**config.mk**
```make
export PLATFORM = sky130hd
export DESIGN_NAME = text_to_integer_parser_unit
export DESIGN_NICKNAME = d
export VERILOG_FILES = /design/src/hdl/ttip_pkg.sv /design/src/hdl/text_to_integer_parser_unit.sv
export SDC_FILE = /design/constraint.sdc
export NUM_CORES = 1
export LEC_CHECK = 0
export BUFFER_PORTS_ARGS = -buffer_cell sky130_fd_sc_hd__buf_4
export CAP_MARGIN = 20
export CORE_ASPECT_RATIO = 0.75
export CORE_MARGIN = 1.5
export CORE_UTILIZATION = 35
export CTS_BUF_LIST = sky130_fd_sc_hd__clkbuf_4 sky130_fd_sc_hd__clkbuf_8 sky130_fd_sc_hd__clkbuf_16
export CTS_CLUSTER_SIZE = 25
export DETAILED_ROUTE_END_ITERATION = 8
export PLACE_DENSITY_LB_ADDON = 0.08
export SETUP_SLACK_MARGIN = 0.2
export SYNTH_ARGS = -nofsm -noshare
export SYNTH_HDL_FRONTEND = slang
export SYNTH_SLANG_ARGS = --single-unit
```
**constraint.sdc**
```tcl
create_clock -name clk_i -period 7 [get_ports clk_i]
set_input_delay 0.7 -clock clk_i [delete_from_list [all_inputs] [get_ports clk_i]]
set_output_delay 0.7 -clock clk_i [all_outputs]
set_load 0.01 [all_outputs]
```
**src/hdl/ttip_pkg.sv**
```systemverilog
// Package: item types, phase codes, character constants and helpers for the parser.
`timescale 1ns / 1ps
package ttip_pkg;

  localparam int unsigned ValueBits  = 32;
  localparam int unsigned OffsetBits = 12;
  localparam int unsigned BaseBits   = 6;
  localparam int unsigned CharBits   = 8;

  localparam logic [OffsetBits-1:0] MaxOffset   = OffsetBits'(4095);
  localparam logic [BaseBits-1:0]   BaseReset   = BaseBits'(10);
  localparam logic [BaseBits-1:0]   BaseDetect  = BaseBits'(0);
  localparam logic [BaseBits-1:0]   BaseOne     = BaseBits'(1);
  localparam logic [BaseBits-1:0]   BaseOctal   = BaseBits'(8);
  localparam logic [BaseBits-1:0]   BaseDecimal = BaseBits'(10);
  localparam logic [BaseBits-1:0]   BaseHex     = BaseBits'(16);
  localparam logic [BaseBits-1:0]   BaseMax     = BaseBits'(36);
  localparam logic [BaseBits-1:0]   NoDigit     = BaseBits'(63);

  localparam logic [CharBits-1:0] ChZero  = 8'h30;  // '0'
  localparam logic [CharBits-1:0] ChNine  = 8'h39;  // '9'
  localparam logic [CharBits-1:0] ChMinus = 8'h2d;  // '-'
  localparam logic [CharBits-1:0] ChPlus  = 8'h2b;  // '+'
  localparam logic [CharBits-1:0] ChLowX  = 8'h78;  // 'x'
  localparam logic [CharBits-1:0] ChUpX   = 8'h58;  // 'X'
  localparam logic [CharBits-1:0] ChLowA  = 8'h61;  // 'a'
  localparam logic [CharBits-1:0] ChLowZ  = 8'h7a;  // 'z'
  localparam logic [CharBits-1:0] ChUpA   = 8'h41;  // 'A'
  localparam logic [CharBits-1:0] ChUpZ   = 8'h5a;  // 'Z'
  localparam logic [CharBits-1:0] ChSpace = 8'h20;
  localparam logic [CharBits-1:0] ChTab   = 8'h09;
  localparam logic [CharBits-1:0] ChCr    = 8'h0d;

  typedef enum logic [5:0] {
    PH_WS   = 6'b000001,
    PH_PFX  = 6'b000010,
    PH_ZERO = 6'b000100,
    PH_HEX1 = 6'b001000,
    PH_DIG  = 6'b010000,
    PH_DONE = 6'b100000
  } phase_e;

  typedef struct packed {
    logic [CharBits-1:0] char_code;
    logic                last_char;
  } in_item_t;

  typedef struct packed {
    logic [ValueBits-1:0]  parsed_value;
    logic [OffsetBits-1:0] end_offset;
  } out_item_t;

  // Value of a digit or letter, NoDigit for anything else.
  function automatic logic [BaseBits-1:0] digit_value(input logic [CharBits-1:0] c);
    logic [BaseBits-1:0] d;
    d = NoDigit;
    if (c >= ChZero && c <= ChNine) begin
      d = BaseBits'(c - ChZero);
    end else if (c >= ChLowA && c <= ChLowZ) begin
      d = BaseBits'(c - ChLowA) + BaseBits'(10);
    end else if (c >= ChUpA && c <= ChUpZ) begin
      d = BaseBits'(c - ChUpA) + BaseBits'(10);
    end
    return d;
  endfunction

  function automatic logic is_space(input logic [CharBits-1:0] c);
    return (c == ChSpace) || (c >= ChTab && c <= ChCr);
  endfunction

endpackage

```
**src/hdl/text_to_integer_parser_unit.sv**
```systemverilog
// Streaming text-to-integer parser: one character per transaction, one result per string.
//
// Usage:
//   The input channel (in_valid_i / in_ready_o / in_data_i) carries one text byte per
//   transaction; last_char marks the final byte of a string. Leading whitespace is
//   skipped, an optional sign and a 0x / 0X prefix are handled, then digits below the
//   base are accumulated modulo 2^32. The byte marked last produces one result on the
//   output channel (out_valid_o / out_ready_i / out_data_o): the value and the offset
//   just past the last converted digit, saturating at 4095.
//   The configuration channel (cfg_valid_i / cfg_ready_o / cfg_data_i) writes the base
//   (0 detects it from the prefix); it is always ready and is sampled per string at the
//   first byte after whitespace and sign. Write it only while the block is idle.
//   Result: out_valid_o is registered and rises in the cycle after the last byte is accepted.
//   Throughput: one byte per cycle while the output is not stalled; each byte costs one
//   32x6 multiply-add in the accumulator update, which sets the cycle time.
//   Reset: base returns to 10, parsing restarts at whitespace skipping, no result pending.
//   Stall: a pending result holds in the output register; a new byte is still taken in
//   the same cycle the result is taken, so a receiver that keeps ready high sees no gap.
`timescale 1ns / 1ps
module text_to_integer_parser_unit (
  input  logic                              clk_i,
  input  logic                              rst_ni,
  input  logic                              cfg_valid_i,
  output logic                              cfg_ready_o,
  input  logic [ttip_pkg::BaseBits-1:0]     cfg_data_i,
  input  logic                              in_valid_i,
  output logic                              in_ready_o,
  input  ttip_pkg::in_item_t                in_data_i,
  output logic                              out_valid_o,
  input  logic                              out_ready_i,
  output ttip_pkg::out_item_t               out_data_o
);
  import ttip_pkg::*;

  logic [BaseBits-1:0]   base_cfg_q;
  phase_e                phase_q, phase_d;
  logic [ValueBits-1:0]  acc_q, acc_d;
  logic                  minus_q, minus_d;
  logic [BaseBits-1:0]   abase_q, abase_d;
  logic [OffsetBits-1:0] cnt_q, cnt_d;
  logic [OffsetBits-1:0] pos_q, pos_d;
  logic                  out_valid_q;
  out_item_t             out_data_q;

  logic                  in_fire;
  logic [CharBits-1:0]   c;
  logic [BaseBits-1:0]   dval;
  logic [OffsetBits-1:0] pos_inc;
  logic                  do_digit;
  logic [BaseBits-1:0]   dig_base;
  logic                  base_bad;
  logic [ValueBits-1:0]  acc_fin;

  assign cfg_ready_o = 1'b1;
  assign in_ready_o  = !out_valid_q || out_ready_i;
  assign in_fire     = in_valid_i && in_ready_o;
  assign c           = in_data_i.char_code;
  assign dval        = digit_value(c);
  assign pos_inc     = (pos_q < MaxOffset) ? pos_q + OffsetBits'(1) : pos_q;
  assign base_bad    = (base_cfg_q == BaseOne) || (base_cfg_q > BaseMax);

  always_comb begin
    phase_d  = phase_q;
    acc_d    = acc_q;
    minus_d  = minus_q;
    abase_d  = abase_q;
    cnt_d    = cnt_q;
    pos_d    = pos_q;
    do_digit = 1'b0;
    dig_base = abase_q;
    case (phase_q)
      PH_WS, PH_PFX: begin
        if (phase_q == PH_WS && is_space(c)) begin
          pos_d = pos_inc;
        end else if (phase_q == PH_WS && (c == ChMinus || c == ChPlus)) begin
          minus_d = (c == ChMinus);
          pos_d   = pos_inc;
          phase_d = PH_PFX;
        end else if (base_bad) begin
          phase_d = PH_DONE;
        end else if ((base_cfg_q == BaseDetect || base_cfg_q == BaseHex) && c == ChZero) begin
          abase_d = base_cfg_q;
          pos_d   = pos_inc;
          cnt_d   = pos_inc;
          phase_d = PH_ZERO;
        end else begin
          dig_base = (base_cfg_q == BaseDetect) ? BaseDecimal : base_cfg_q;
          abase_d  = dig_base;
          do_digit = 1'b1;
        end
      end
      PH_ZERO: begin
        if (c == ChLowX || c == ChUpX) begin
          pos_d   = pos_inc;
          abase_d = BaseHex;
          phase_d = PH_HEX1;
        end else begin
          dig_base = (abase_q == BaseDetect) ? BaseOctal : BaseHex;
          abase_d  = dig_base;
          do_digit = 1'b1;
        end
      end
      PH_HEX1, PH_DIG: begin
        do_digit = 1'b1;
      end
      PH_DONE: begin
      end
      default: begin
        phase_d = PH_DONE;
      end
    endcase
    if (do_digit) begin
      if (dval < dig_base) begin
        acc_d   = acc_q * ValueBits'(dig_base) + ValueBits'(dval);
        pos_d   = pos_inc;
        cnt_d   = pos_inc;
        phase_d = PH_DIG;
      end else begin
        phase_d = PH_DONE;
      end
    end
  end

  assign acc_fin = minus_d ? (ValueBits'(0) - acc_d) : acc_d;

  always_ff @(posedge clk_i or negedge rst_ni) begin
    if (!rst_ni) begin
      base_cfg_q  <= BaseReset;
      phase_q     <= PH_WS;
      acc_q       <= '0;
      minus_q     <= 1'b0;
      abase_q     <= '0;
      cnt_q       <= '0;
      pos_q       <= '0;
      out_valid_q <= 1'b0;
    end else begin
      if (cfg_valid_i) begin
        base_cfg_q <= cfg_data_i;
      end
      if (in_fire) begin
        if (in_data_i.last_char) begin
          // End of string: clear the parse state for the next one.
          phase_q <= PH_WS;
          acc_q   <= '0;
          minus_q <= 1'b0;
          abase_q <= '0;
          cnt_q   <= '0;
          pos_q   <= '0;
        end else begin
          phase_q <= phase_d;
          acc_q   <= acc_d;
          minus_q <= minus_d;
          abase_q <= abase_d;
          cnt_q   <= cnt_d;
          pos_q   <= pos_d;
        end
      end
      if (in_fire && in_data_i.last_char) begin
        out_valid_q <= 1'b1;
      end else if (out_ready_i) begin
        out_valid_q <= 1'b0;
      end
    end
  end

  always_ff @(posedge clk_i) begin
    if (in_fire && in_data_i.last_char) begin
      out_data_q.parsed_value <= acc_fin;
      out_data_q.end_offset   <= cnt_d;
    end
  end

  assign out_valid_o = out_valid_q;
  assign out_data_o  = out_data_q;

`ifndef SYNTH
  a_clear_after_last: assert property (@(posedge clk_i) disable iff (!rst_ni)
    (in_valid_i && in_ready_o && in_data_i.last_char) |=>
      (phase_q == PH_WS && acc_q == '0 && cnt_q == '0 && out_valid_o))
    else $error("parse state not cleared or result missing after last character");

  a_ws_is_clean: assert property (@(posedge clk_i) disable iff (!rst_ni)
    (phase_q == PH_WS) |-> (acc_q == '0 && cnt_q == '0 && !minus_q))
    else $error("accumulated state present while skipping whitespace");

  a_count_le_pos: assert property (@(posedge clk_i) disable iff (!rst_ni)
    cnt_q <= pos_q)
    else $error("consumed count ahead of position");

  a_no_result_without_last: assert property (@(posedge clk_i) disable iff (!rst_ni)
    (!out_valid_o && !(in_valid_i && in_ready_o && in_data_i.last_char)) |=> !out_valid_o)
    else $error("result raised without a last character");
`endif

endmodule

```
## Yosys cells after proc, flatten, opt, wreduce, memory -nomap -nowiden

Index checks and enable logic that the tools add are counted.

- Bits in registers: 120

- $add $sub $neg: 8
- Multipliers: 1
- Order comparisons: 11
- Eq/ne operators: 21
- Mux-type cells: 61
- Reduce and logical (&&, ||, !) cells: 25

Operators by type and width:

| operator | count |
|---|---|
| 2-to-1 mux 12 bit | 17 |
| 2-to-1 mux 6 bit | 22 |
| 2-to-1 mux 32 bit | 4 |
| adder 32 x 6 -> 32 bit | 1 |
| equality test 8 x 6 -> 1 bit (second input constant) | 4 |
| multiplier 32 x 6 -> 32 bit | 1 |
| subtractor 1 x 32 -> 32 bit (first input constant) | 1 |
| one-hot mux 12 bit (2 select lines) | 1 |
| one-hot mux 6 bit (2 select lines) | 2 |
| one-hot mux 6 bit (3 select lines) | 1 |
| equality test 8 x 7 -> 1 bit (second input constant) | 2 |
| >= comparator 8 x 7 -> 1 bit (second input constant) | 2 |
| <= comparator 8 x 7 -> 1 bit (second input constant) | 2 |
| adder 12 x 1 -> 12 bit (second input constant) | 1 |
| adder 6 x 4 -> 6 bit (second input constant) | 2 |
| equality test 6 x 1 -> 1 bit (second input constant) | 2 |
| equality test 6 x 5 -> 1 bit (second input constant) | 2 |
| zero test 6 bit | 2 |
| < comparator 12 bit (second input constant) | 1 |
| subtractor 6 bit (second input constant) | 2 |
| 2-to-1 mux 1 bit | 11 |
| 2-to-1 mux 5 bit | 2 |
| AND reduction 5 bit | 2 |
| logical AND 1 bit | 9 |
| other kinds (22) | 31 |

## Depth between registers and ports, before layout

Gate-level depths: netlist of run 1.

- Depth in word-level cells: 14
- Gate-level depth with buffers: 29
- Depth with buffers taken out: 29

## Worst setup path after synthesis of run 1

No wires, ideal clock.

- Path kind: input to register
- Start: input port in_data_i[2] (netlist bit)
- End: register out_data_q, in the netlist out_data_o[43] (data pin)
- Setup time: 0.265 ns
- Data arrival time: 7.701 ns
- Path slack: -0.966 ns
- Stages on the path: 28
- Path buffers: 1
- Path through: inv_1 > ha_1 > or3b_1 > a21boi_0 > a2111oi_2 > nor3_4 > nor3_1 > a211oi_1 > clkbuf_1 > nand2_1 > fa_1 > fa_1 > inv_1 > fa_1 > inv_1 > fa_1 > inv_1 > ha_1 > a211o_1 > o211ai_1 > a21oi_1 > or2_2 > a41o_1 > and3_1 > o31ai_1 > nor2b_1 > a41oi_1 > xor2_1

- Cells in the longest elaborated chain, start to end: 13

Ends and longest elaborated chain:

| what | RTL line | RTL |
|---|---|---|
| from (decl) | text_to_integer_parser_unit.sv:28 | `input ttip_pkg::in_item_t in_data_i,` |
| branches (longest 12 deep; another with multiplier 32 x 6 -> 32 bit) | - |  |
| 2-to-1 mux 32 bit (*) | text_to_integer_parser_unit.sv:124 | `assign acc_fin = minus_d ? (ValueBits'(0) - acc_d) : acc_d;` |
| named net acc_fin[31] | text_to_integer_parser_unit.sv:52 | `logic [ValueBits-1:0] acc_fin;` |
| to (decl) | text_to_integer_parser_unit.sv:43 | `out_item_t out_data_q;` |

Mark *: on every way through the listed nets, which the timed path passes.
A chain may end at the register's enable or synchronous reset.

## Worst setup path in the final report of run 1

- Start: input port in_data_i[1] (netlist bit)
- End: register out_data_q, in the netlist out_data_o[43] (data pin)

The elaborated chain is that of the path after synthesis.

==> metrics.yaml, run 1 <==
finish:
  diodes: 0
  layout.cells.non_filler: 2174
  drive_gt1_share_pct: 35.69
  areaGrowthSynthToFinish_pct: 39.62
  final_nets: 1908
  fill_cells: 3360
critical_path:
  r2r_cells: 26
  r2r-start: "base_cfg_q[1]"
  critPathCaptureType: "flop"
  crit_path_start_kind: "input port"
  crit_slowest_cell: "fa_1"
  cp.arrival_ns: 7.36
  timing.rr.end: "out_data_o[43]"
  critical_path_required_ns: 7.18
  path_common_cell: "fa_1"
  cpPeakStageDelay_ns: 0.57
  crit_type: "in -> reg"
  r2r_setup_slack_ns: -0.18
  path_max_fanout: 7
logic_synthesis:
  synth_top_area_cell: "fa_1"
  avgSynthCellArea_um2: 9.230
  synth_top_area_share_pct: 17.53
  netlist_top_cells_area: "fa_1 18%, dfrtp_1 14%, edfxtp_1 10%, ha_1 7.8%, and2_1 6.2%"
  synth_commonest_cells: "133 x nand2_1, 126 x and2_1, 112 x fa_1"
  async_flop_share_pct: 63.33
  synthDistinctLibCells: 76
  synth_most_common_cell: "nand2_1"
  seq_area_frac_synth_pct: 25.22
  synthFlopType: "dfrtp_1"
  syn-cell-area_um2: 12790
  yosysWarningCount: 0
  ys_ff_latch: 120
  syn-num-nets: 1598
  synthCells: 1386
  synth-edff-count: 44
clocking:
  cts.path.max_buffers: 2
  clkTransAtPathRegs_ns: 0.07
  htree_levels: 4
  postCtsHoldBufs: 0
  clk_latency_ns: 0.45
  root_buffer: "clkbuf_16"
  clock_sinks: 120
  cts_tree: "yes"
  cts_buffers: 17
route:
  vias: 11213
  antenna_left: 0
  drtIter0Drc: 691
  drt_pre_antenna_iters: 7
  routedWlPerCell_um: 19.29
  routed_wl_mm: 41.93
  drc: 0
  via_per_inst: 5.158
status:
  outcome: "finished with violations"
  violations: "negative setup slack"
floorplanning:
  start_util_pct: 35.57
  rows: 60
  num_io_pins: 67
  die_w_um: 223.8
  dieArea_um2: 37720
  die_y_um: 168.6
  core_area_um2: 35960
power_and_ir_drop:
  vdd.ir_drop.worst_uv: 199.5
  power_density_nw_per_um2: 259.8
  p_leak_nw: 8.159
placement:
  gp_congestion: 0.8533
  hpwlAfterDp_mm: 32.02
  dp_cells: 2100
  numPortBuffers: 65
  post-place-ws_ns: -1.026
timing:
  hold_violations: 0
  rsz0062_at_grt: "yes"
  setup_ws_ns: -0.1801
  worst_slew_margin_rel_pct: 29.25
  fin_worst_skew_ns: 0.01473
  fin_crit_sh_pct: 102.6
  report.final.setup_viol: 13
  slew_violations: 0
  min_period_ns: 7.180
  tightest_slew_ns: 1.061
  fmax_mhz: 139.3
job:
  maxCapViolCount: 0
global_routing:
  grt_max_degree: 50
  grt_pass1_vias: 11216
  grt.overflow.total: 0
  grt_use_total_pct: 22.81
  grt_pass1_wl_mm: 65.62
  antenna_found_initial: 1
min_path:
  holdCritPathClass: "in -> async"
worst max path at each step:
stage | to | slack [ns] | from
2_1_floorplan | out_data_o[43] | -0.33 | in_data_i[2]
3_3_place_gp | out_data_o[43] | -1.03 | in_data_i[2]
3_5_place_dp | out_data_o[43] | -1.03 | in_data_i[2]
4_1_cts | out_data_o[43] | -0.18 | phase_q[4]
5_1_grt | out_data_o[43] | -0.49 | phase_q[4]
6_report | out_data_o[43] | -0.18 | in_data_i[1]
routing by layer:
metal | part of all wire [%] | track usage, % | vias to the layer above
met5 | 0 | 0 | -
met4 | 0.79 | 4.142 | 0
met3 | 5.3 | 4.912 | 25
li1 | - | - | 5396
met1 | 52 | 34.37 | 5531
met2 | 42 | 33.60 | 261
final cells by class:
| cell class | instances | area [um2] | area share, % |
|---|---|---|---|
| multi-input cells | 1116 | 10250 | 57.41 |
| flip-flops and latches | 120 | 3228 | 18.07 |
| repair buffers | 368 | 2905 | 16.27 |
| well taps | 465 | 581.8 | 3.257 |
| clock buffers | 17 | 425.4 | 2.382 |
| inverters | 73 | 289.0 | 1.618 |
| clock inverters | 15 | 176.4 | 0.9877 |
placed cells by master, fill, tap and decap left out, types with 8 or more instances in the layout:
cell,instances
buf_6,26
and3_1,10
o21ai_0,77
a21o_1,14
xnor2_1,43
nand3_1,17
a22o_1,17
nand2b_1,14
nand2_1,130
dfrtp_1,72
edfxtp_1,44
nor3_1,21
clkbuf_16,17
o31ai_1,11
nor2_1,71
a21oi_2,10
buf_4,336
ha_4,26
and2_1,119
mux2i_1,17
a21oi_1,56
a22oi_1,10
nor3_2,8
o21a_1,8
ha_1,52
xor2_1,22
inv_1,66
o21ai_1,10
nor2b_1,22
mux2_2,16
xor2_2,11
fa_1,109
per-stage QoR:
| stage | utilization, % | setup TNS (ns) | hold WS [ns] | power (mW) | area (um2) |
|---|---|---|---|---|---|
| final | 49.67 | -0.7935 | 0.1998 | 4.640 | 17860 |
| after global routing | 49.67 | -7.102 | 0.2077 | 4.975 | 17860 |
| after CTS | 47.84 | -1.241 | 0.1871 | 4.397 | 17200 |
| after detailed placement | 44.44 | -20.22 | 0.4862 | 3.275 | 15980 |
| after global placement | 44.42 | -19.82 | 0.4828 | 3.280 | 15970 |
| after floorplan | - | -3.314 | 0.4044 | 2.261 | 13280 |
cell families (layout without fill, tap and decap cells):
kind of cell	count (synthesis)	after routing	synth area share [%]
xor gates and xnor gates	82	82	5.722
buffers and inverters	150	473	4.577
adders and majority gates	192	192	25.35
and+or+nand+nor	496	496	20.40
other	1	1	0.02931
DFF	120	120	25.23
muxes	47	47	3.951
AOI/OAI and AO/OA	298	298	14.74
repair_timing:
action | in CTS | in global routing
setup endpoints to repair | 27 | 38
resized for setup | 88 | 100
setup buffers | 16 | 23
gates cloned | 0 | 2
pin swaps | 45 | 47
power breakdown:
part	switching, mW	leakage [nW]	internal [mW]
registers	0.134	1.45	0.806
logic	1.32	6.42	1.44
clock network	0.399	0.295	0.538
flip-flops by register name (all words and copies together), names as in the netlist:
| signal | count |
|---|---|
| out_data_o | 44 |
| cnt_q | 12 |
| pos_q | 12 |
| abase_q | 6 |
| phase_q | 6 |
| base_cfg_q | 6 |
| out_valid_o | 1 |
| acc_q | 32 |
| minus_q | 1 |
worst max-delay path: cells and delay by family:
kind | cells | cell delay, ns
adder cells (fa/ha/maj) | 6 | 2.11
XOR/XNOR | 2 | 0.36
buffers and inverters | 6 | 0.76
multiplexers | 2 | 0.57
AND/OR/NAND/NOR | 5 | 1.27
AO/OA/AOI/OAI | 8 | 1.57
No activity file was read; power rests on OpenSTA's default activity.
==> run 2: changes to the inputs <==
- RECOVER_POWER: default -> 50
==> metrics.yaml, run 2 (same netlist as run 1, synthesis figures left out) <==
timing:
  hold_violations: 0  # unchanged
  fin_crit_sh_pct: 102.6  # about the same
  setup-tns-final_ns: -0.9286  # was -0.7935 ns
  fmax_mhz: 139.2  # was 139.3 MHz
  min_period_ns: 7.184  # was 7.180 ns
  hold-worst-slack_ns: 0.4623  # was 0.1998 ns
  report.final.setup_viol: 13  # unchanged
  slew_violations: 79  # was 0
  setup_ws_ns: -0.1840  # was -0.1801 ns
  rsz0062_at_grt: "yes"  # unchanged
  tightest_slew_ns: 2.788  # was 1.061 ns
  worst_slew_margin_rel_pct: -85.90  # was 29.25%
  fin_worst_skew_ns: 0.01362  # was 0.01473 ns
power_and_ir_drop:
  vdd.ir_drop.worst_uv: 200.0  # was 199.5 uV
  totalPowerFinal_mw: 4.628  # was 4.640 mW
  p_leak_nw: 7.973  # was 8.159 nW
  power_density_nw_per_um2: 261.9  # was 259.8 nW/um2
critical_path:
  cp-startpoint: "base_cfg_q[1]"  # was in_data_i[1]
  path_common_cell: "fa_1"  # unchanged
  timing.rr.end: "out_data_o[43]"  # unchanged
  r2r_cells: 26  # unchanged
  crit_end: "out_data_o[43]"  # unchanged
  r2r_setup_slack_ns: -0.18  # about the same
  critical_path_required_ns: 7.18  # about the same
  r2r-start: "base_cfg_q[1]"  # unchanged
  crit_type: "reg -> reg"  # was in -> reg
  cpPeakStageDelay_ns: 0.57  # about the same
  crit_slowest_cell: "dfstp_2"  # was fa_1
  path_delay_family: "adder cells"  # unchanged
  path_max_fanout: 7  # unchanged
  crit_cells: 26  # was 29
  cp.arrival_ns: 7.37  # was 7.36 ns
  critPathCaptureType: "flop"  # unchanged
  crit_path_start_kind: "flop"  # was input port
  critPathBufInv: 4  # was 6
global_routing:
  grt.overflow.total: 0  # unchanged
  grt_max_degree: 50  # unchanged
  grt_pass1_wl_mm: 65.62  # unchanged
  grt_pass1_vias: 11216  # unchanged
  grt_use_total_pct: 22.81  # unchanged
  antenna_found_initial: 1  # unchanged
route:
  drc: 0  # unchanged
  via_per_inst: 5.165  # was 5.158
  routedWlPerCell_um: 19.32  # was 19.29 um
  drtIter0Drc: 655  # was 691
  drt_pre_antenna_iters: 5  # was 7
  routed_wl_mm: 42.01  # was 41.93 mm
  vias: 11228  # was 11,213
  antenna_left: 0  # unchanged
clocking:
  cts.path.max_buffers: 2  # unchanged
  postCtsHoldBufs: 0  # unchanged
  clk_latency_ns: 0.45  # about the same
  clock_sinks: 120  # unchanged
  cts_buffers: 17  # unchanged
  htree_levels: 4  # unchanged
  root_buffer: "clkbuf_16"  # unchanged
  cts_tree: "yes"  # unchanged
  clkTransAtPathRegs_ns: 0.06  # was 0.07 ns
finish:
  drive_gt1_share_pct: 32.65  # was 35.69%
  final_cell_mix: "284 x buf_4, 130 x nand2_1, 118 x and2_1"  # was 336 x buf_4, 130 x nand2_1, 119 x and2_1
  fin_area_um2: 17670  # was 17,860 um2
  final_nets: 1908  # unchanged
  areaGrowthSynthToFinish_pct: 38.13  # was 39.62%
  largest_register_ffs: 44  # unchanged
  fill_cells: 3417  # was 3,360
  fin_util_pct: 49.14  # was 49.67%
  mostFrequentLayoutCell: "buf_4"  # unchanged
  diodes: 0  # unchanged
  layout.cells.non_filler: 2174  # unchanged
placement:
  dp_cells: 2100  # unchanged
  numPortBuffers: 65  # unchanged
  placed_area_um2: 15980  # unchanged
  gp_congestion: 0.8533  # unchanged
  hpwlAfterDp_mm: 32.02  # unchanged
  post-place-ws_ns: -1.026  # unchanged
job:
  maxCapViolCount: 2  # was 0
status:
  violations: "max-capacitance violations, max-slew violations, negative setup slack"  # was negative setup slack
  outcome: "finished with violations"  # unchanged
floorplanning:
  start_util_pct: 35.57  # unchanged
  die_y_um: 168.6  # unchanged
  dieArea_um2: 37720  # unchanged
  num_io_pins: 67  # unchanged
  core_area_um2: 35960  # unchanged
  die_w_um: 223.8  # unchanged
  rows: 60  # unchanged
min_path:
  min_from: "cfg_data_i[2]"
  holdCritPathClass: "in -> reg"  # was in -> async
## run 2: worst min-delay path by stage
stage / slack (ns) / endpoint / cells past startpoint
finish: 0.46 / base_cfg_q[2] / 3
floorplan: 0.40 / abase_q[0] / 0
global route: 0.46 / base_cfg_q[0] / 3
global placement: 0.48 / cnt_q[4] / 1
detailed placement: 0.49 / cnt_q[5] / 1
CTS: 0.19 / acc_q[21] / 1
## run 2: what timing repair did
| item | in CTS | in global routing |
|---|---|---|
| pin swaps | 45 | 47 |
| setup endpoints to repair | 27 | 38 |
| setup buffers | 16 | 23 |
| endpoints found under the hold margin | 0 | 0 |
| gates cloned | 0 | 2 |
| resized for setup | 88 | 100 |
## run 2: layout make-up
| class | instances | area [um2] | share of cell area (%) |
|---|---|---|---|
| Clock buffer | 17 | 425.4 | 2.408 |
| Sequential cell | 120 | 3228 | 18.27 |
| Clock inverter | 15 | 176.4 | 0.9984 |
| Multi-Input combinational cell | 1116 | 10250 | 58.04 |
| Inverter | 73 | 289.0 | 1.636 |
| Timing Repair Buffer | 368 | 2714 | 15.36 |
| Tap cell | 465 | 581.8 | 3.293 |
## run 2: worst reg2reg max path: stages, from the launching register on
cell and delay (ns):
dfstp_2 0.57, nor3_2 0.06, and3_4 0.16, a2111o_2 0.48
nor3_4 0.26, buf_12 0.17, mux2_4 0.36, buf_4 0.16
nor2b_1 0.15, fa_1 0.44, fa_1 0.57, fa_1 0.42
ha_1 0.31, ha_2 0.19, a211o_1 0.30, a2111oi_2 0.31
or3_4 0.23, a21oi_4 0.07, buf_6 0.11, or2_4 0.28
a41o_4 0.29, buf_6 0.12, a41o_1 0.20, xor2_2 0.20
mux2i_2 0.21, a41oi_2 0.14, xor2_1 0.16
## run 2: per-layer routing
layer | GRT usage (%) | wire (um)
met5 | 0 | 0
met4 | 4.142 | 296
met3 | 4.912 | 2248
met2 | 33.60 | 17720
met1 | 34.37 | 21740
## run 2: power breakdown
part	switching [mW]	internal [mW]
clock	0.400	0.538
combinational	1.33	1.42
sequential	0.135	0.806
total	1.86	2.77
